`config.mk`:
```
export PLATFORM = sky130hd
export DESIGN_NAME = pipt_ctrl
export DESIGN_NICKNAME = d
export VERILOG_FILES = /design/src/rtl/core/pipt_pkg.sv /design/src/rtl/core/pipt_ctrl.sv
export SDC_FILE = /design/constraint.sdc
export NUM_CORES = 1
export LEC_CHECK = 0
export BUFFER_PORTS_ARGS = -buffer_cell sky130_fd_sc_hd__buf_2
export CAP_MARGIN = 20
export CORE_MARGIN = 1.5
export CORE_UTILIZATION = 35
export DETAILED_ROUTE_END_ITERATION = 6
export GPL_TIMING_DRIVEN = 0
export HOLD_SLACK_MARGIN = 0.15
export SLEW_MARGIN = 20
export SYNTH_ARGS = -nofsm -noshare
export SYNTH_HDL_FRONTEND = slang
export SYNTH_SLANG_ARGS = --single-unit
```
`constraint.sdc`:
```
create_clock -name clk -period 1.4 [get_ports clk]
set_input_delay 0.28 -clock clk [delete_from_list [all_inputs] [get_ports clk]]
set_output_delay 0.28 -clock clk [all_outputs]
set_load 0.005 [all_outputs]
```
`src/rtl/core/pipt_pkg.sv`:
```
`timescale 1ns / 1ps
// shared types and constants for the point-in-polygon test block
// no dependencies; imported by every module under rtl/core

package pipt_pkg;

	localparam int MAX_VERTICES = 64;
	localparam int COORD_WIDTH  = 32;

	// fixed field widths of the stream items and the config register
	localparam int INDEX_W  = 6;
	localparam int VCOUNT_W = 7;
	localparam int IN_W     = 32;

	// derived widths
	localparam int IDX_W = (MAX_VERTICES > 1) ? $clog2(MAX_VERTICES) : 1;
	localparam int CNT_W = $clog2(MAX_VERTICES + 1);
	localparam int DW    = COORD_WIDTH + 1;
	localparam int PW    = 2 * DW;

	// item kinds carried in tuser
	localparam logic OP_LOAD = 1'b0;
	localparam logic OP_TEST = 1'b1;

	typedef enum logic [2:0] {
		ST_IDLE,
		ST_PRIME,
		ST_WALK,
		ST_DRAIN,
		ST_DONE
	} pipt_state_t;

	// controller to datapath
	typedef struct packed {
		logic             start;
		logic             wr_en;
		logic             rd_en;
		logic [IDX_W-1:0] rd_addr;
		logic             edge_en;
		logic             out_load;
	} pipt_cmd_t;

	// datapath to controller
	typedef struct packed {
		logic pipe_busy;
		logic out_free;
	} pipt_sts_t;

endpackage

```
`src/rtl/core/pipt_ctrl.sv`:
```
`timescale 1ns / 1ps
// controller for the point-in-polygon test: item intake and edge walk sequencing
// depends on pipt_pkg

module pipt_ctrl
	import pipt_pkg::*;
(
	input  logic                clk,
	input  logic                arst_n,
	input  logic                s_valid,
	input  logic                s_op,
	output logic                s_ready,
	input  logic                cfg_we,
	input  logic [VCOUNT_W-1:0] cfg_wdata,
	input  pipt_sts_t           sts,
	output pipt_cmd_t           cmd
);

	pipt_state_t        state_q, state_d;
	logic [VCOUNT_W-1:0] vcount_q;
	logic [IDX_W-1:0]    cnt_q, cnt_d;
	logic [IDX_W-1:0]    last_q, last_d;
	logic [CNT_W-1:0]    n_clamp;
	logic                accept;

	always_ff @(posedge clk or negedge arst_n) begin
		if (!arst_n) begin
			vcount_q <= '0;
		end else if (cfg_we) begin
			vcount_q <= cfg_wdata;
		end
	end

	always_ff @(posedge clk or negedge arst_n) begin
		if (!arst_n) begin
			state_q <= ST_IDLE;
			cnt_q   <= '0;
			last_q  <= '0;
		end else begin
			state_q <= state_d;
			cnt_q   <= cnt_d;
			last_q  <= last_d;
		end
	end

	// vertex count above the store depth uses the whole store
	assign n_clamp = (32'(vcount_q) > MAX_VERTICES) ? CNT_W'(MAX_VERTICES)
	                                               : CNT_W'(vcount_q);
	assign s_ready = (state_q == ST_IDLE);
	assign accept  = s_valid && s_ready;

	always_comb begin
		state_d      = state_q;
		cnt_d        = cnt_q;
		last_d       = last_q;
		cmd          = '0;
		unique case (state_q)
			ST_IDLE: begin
				if (accept) begin
					if (s_op == OP_LOAD) begin
						cmd.wr_en = 1'b1;
					end else begin
						cmd.start = 1'b1;
						last_d    = IDX_W'(n_clamp - CNT_W'(1));
						cnt_d     = '0;
						if (n_clamp == '0) begin
							state_d = ST_DONE;
						end else begin
							state_d = ST_PRIME;
						end
					end
				end
			end
			ST_PRIME: begin
				// fetch the last vertex so the first edge has its start point
				cmd.rd_en   = 1'b1;
				cmd.rd_addr = last_q;
				state_d     = ST_WALK;
			end
			ST_WALK: begin
				cmd.rd_en   = 1'b1;
				cmd.rd_addr = cnt_q;
				cmd.edge_en = 1'b1;
				cnt_d       = cnt_q + IDX_W'(1);
				if (cnt_q == last_q) begin
					state_d = ST_DRAIN;
				end
			end
			ST_DRAIN: begin
				if (!sts.pipe_busy) begin
					state_d = ST_DONE;
				end
			end
			ST_DONE: begin
				if (sts.out_free) begin
					cmd.out_load = 1'b1;
					state_d      = ST_IDLE;
				end
			end
			default: begin
				state_d = ST_IDLE;
			end
		endcase
	end

endmodule

```
# ---- Word-level counts from Yosys, hierarchy flattened
# Cells that the tools add are included.
dict set report totals {
  word_cells 43
  out_inout_bits 12
  reg_bits 22
  in_bits 14
}
dict set report classes {
  n_lt_le_gt_ge 1
  reduce_logical 7
  n_eq_ne 10
  n_mux 19
  n_addsub 2
}
# operator count
set ops {}
lappend ops {{$mux 3} 6}
lappend ops {{$pmux 3 s5} 1}
lappend ops {{$pmux 7 s2} 1}
lappend ops {{$mux 6} 2}
lappend ops {{$pmux 6 s2} 1}
lappend ops {{$ne 2x2->1 const B} 4}
lappend ops {{$gt 7x7->1 const B} 1}
lappend ops {{$logic_not 7->1} 1}
lappend ops {{$mux 7} 1}
lappend ops {{$add 6x1->6 const B} 1}
lappend ops {{$eq 3x2->1 const B} 2}
lappend ops {{$eq 6x6->1} 1}
lappend ops {{$reduce_and 3->1} 2}
lappend ops {{$sub 6x1->6 const B} 1}
lappend ops {{$mux 1} 5}
lappend ops {{$reduce_and 5->1} 1}
lappend ops {{$mux 2} 2}
lappend ops {{$eq 3x1->1 const B} 1}
lappend ops {{$eq 3x3->1 const B} 1}
lappend ops {{$logic_not 3->1} 1}
lappend ops {{$ne 2x1->1 const B} 1}
lappend ops {{$reduce_bool 2->1} 1}
lappend ops {{$logic_and 1x1->1} 1}

# ---- Longest topological paths before layout
dict set report depth {
  word_depth 7
  depth_mapped 7
  depth_no_buf 7
}

# ---- Least setup slack after synthesis
# No wires, ideal clock.
dict set report synth_timing {
  path_type {flip-flop to output port}
  start {register state_q[0]}
  end {output port cmd[10] in the netlist's numbering}
  required_time_ns 1.120
  path_buffers 1
  path_stages_with_launch 5
  arrival_ns 1.045
  setup_slack_ns 0.075
  cell_sequence {dfrtp_1 buf_6 nor3_2 nand3_4 clkinv_4}
}
# element line_no
set synth_rtl {}
lappend synth_rtl {{start: declaration} pipt_ctrl.sv:19} ;# pipt_state_t state_q, state_d;
lappend synth_rtl {{start signal: assignment} pipt_ctrl.sv:40} ;# state_q <= state_d;
lappend synth_rtl {{end: declaration} pipt_ctrl.sv:16} ;# output pipt_cmd_t cmd

==> impl_metrics.ini <==
[status]
outcome = complete, but fails checks
violations = negative setup slack

[sta]
clock_skew_ns = 0.00947
relSlewSlack_pct = 66.4
maxSlewViolCount = 0
hold_viol = 0
fin_crit_ns = 1.72
min_period_over_period_pct = 123
setup_viol = 22
rsz0062_at_grt = true
finalSetupTns_ns = -4.83
fmax_mhz = 580
worst_pin_slew_ns = 0.504
setup_ws_ns = -0.324

[logic_synthesis]
syn_area_per_cell_um2 = 9.81
synth-main-ff-cell = dfrtp_1
synth.yosys.seq_area_share_pct = 43.8
syn_area_mm2 = 0.00126
synth.top_cell.area_share_pct = 43.8
synthArstFlopShare_pct = 100
yosys_warnings = 0
synth-edff-count = 0
synth_area_leader_cell = dfrtp_1
yosys-top-cells-area = dfrtp_1, mux2_2, xnor2_1
synth.distinct_cells = 34
netlist_instances = 128
syn_nets = 145
ys_ff_latch = 22

[final_layout]
layout_commonest_cell = buf_2
layout-drive-gt1-share_pct = 50.3
fin_nets = 193
antenna_cells = 0
finalInstanceArea_mm2 = 0.00184
areaGrowthSynthToFinish_pct = 46.6
final_core_utilization_pct = 54.3
layout_common_cells = buf_2, dfrtp_1, nor2_1, nand2_1, buf_4

[critical_path]
crit_cells = 5
crit_buf_inv = 3
r2r_setup_slack_ns = -0.24
crit_arrival_ns = 1.44
crit_required_ns = 1.12
slowest_delay_ns = 0.47
worstRegToRegCells = 7
r2r_end = last_q[4]
critPathLaunchType = flip-flop
path_max_fanout = 5
endpoint_kind = output port
worst-setup-path-type = reg2out
crit_start = state_q[0]
slowest_stage = dfrtp_2
crit_family = flip-flops
crit_top_cell = buf_6
crit_chain = buf_6, nor3_4, nand3_4, clkinv_4, buf_6
timing.rr.start = state_q[0]
critical_path.endpoint = cmd[10]

[die]
coreArea_mm2 = 0.00339
die_h_um = 62.9
die_w_um = 62.9
start_util_pct = 37.1
die_area_mm2 = 0.00396
rows = 21
io_pins = 26

[clock_tree]
cts.reportedPaths.clkPinSlew_ns = 0.13
cts_buffers = 3
cts_num_sinks = 22
h-tree-depth = 1
cts-root-buf = clkbuf_4
cts_tree = yes
clock_latency_ns = 0.32
cts_max_path_buffers = 2

[placement]
dp_slack_ns = -0.168
place_area_mm2 = 0.00143
portBuffers = 24
dp_hpwl_um = 1940
gp_congestion = 0.871

[routing]
drc = 0
firstDrtPassIters = 4
drtAntennaViolNets = 0
wl_um = 3040
post_drt_wl_per_cell_um = 13.8
viasPerCell = 4.93
vias = 1089
drt-initial-drc-count = 66

[job]
cap_viol_max_count = 0

[power]
powerDensity_mw_per_mm2 = 1910
leakage_uw = 0.000812
max-vdd-ir-drop_v = 0.000747

[grt]
overflow = 0
grt_pass1_vias = 977
grt_max_degree = 23
grt_first_pass_wirelength_um = 4820
antenna_found_initial = 0
track_usage_pct = 15.2

[worst_hold_path]
hp-class = in2reg
[flip-flops by register name (all words and copies together) (netlist names)]
register  flops
vcount_q      7
cnt_q         6
last_q        6
state_q       3
[per-stage QoR]
| stage | hold WS [ns] | instances | power (uW) |
|---|---|---|---|
| after floorplan | -0.0156 | 128 | 1980 |
| after global placement | 0.265 | 198 | 2340 |
| after detailed placement | 0.277 | 198 | 2370 |
| after CTS | 0.163 | 214 | 3240 |
| after global routing | 0.157 | 221 | 3770 |
| final | 0.191 | 221 | 3510 |
[power by group]
part           total [uW]  switching (uW)  leakage [uW]  internal, uW
logic                1960             841      0.000530          1120
registers            1190             339      0.000260           854
clock network         360             201     0.0000210           159
total                3510            1380      0.000812          2130
[per-layer routing]
| metal | global-route usage [%] | up-vias | share of wire (%) |
|---|---|---|---|
| met5 | 0 | - | 0 |
| met4 | 2.50 | 0 | 1.1 |
| met3 | 4.14 | 4 | 4.9 |
| met2 | 25.4 | 30 | 51 |
| met1 | 19.9 | 516 | 43 |
| li1 | - | 539 | - |
[synth_stat cells, types with 4 or more instances]
library cell	n
a22oi_1	6
clkbuf_1	4
dfrtp_1	22
mux2_2	6
nand2_1	14
nor2_1	15
nor3_1	4
o21ai_0	5
xnor2_1	7
xor2_1	6
[final cells by class]
cell class | instances | area (um2)
Inverter | 3 | 16.3
Tap cell | 46 | 57.6
Buffer | 3 | 22.5
Timing Repair Buffer | 45 | 358
Fill cell | 297 | 1550
Sequential cell | 22 | 554
Clock buffer | 4 | 36.3
Multi-Input combinational cell | 98 | 797
[how the worst min path moves through the flow]
stage                 start           to  slack (ns)  depth (start not counted)
6_report       cfg_wdata[1]  vcount_q[1]        0.19                          2
3_5_place_dp         arst_n     cnt_q[4]        0.28                          1
5_1_grt        cfg_wdata[1]  vcount_q[1]        0.16                          2
3_3_place_gp         arst_n     cnt_q[4]        0.27                          1
2_1_floorplan        arst_n     cnt_q[0]       -0.02                          0
4_1_cts        cfg_wdata[6]  vcount_q[6]        0.16                          3
[kinds of logic after synthesis]
| logic type | after synthesis | share of synthesized area (%) |
|---|---|---|
| AND/OR/NAND/NOR | 54 | 24.0 |
| buffers and inverters | 8 | 3.39 |
| flip-flops | 22 | 43.8 |
| adder cells (fa/ha/maj) | 3 | 2.99 |
| XOR/XNOR | 13 | 9.06 |
| multiplexers | 6 | 5.38 |
| AO/OA/AOI/OAI | 22 | 11.4 |
[repair_timing]
action                     CTS  global route
setup endpoints to repair   16            23
cloned                       0             1
buffers inserted            12             8
pin swaps                   10            12
hold endpoints to repair    22             1
resized for setup           27            26
hold buffers                 1             1
(Power assumes the default switching activity.)
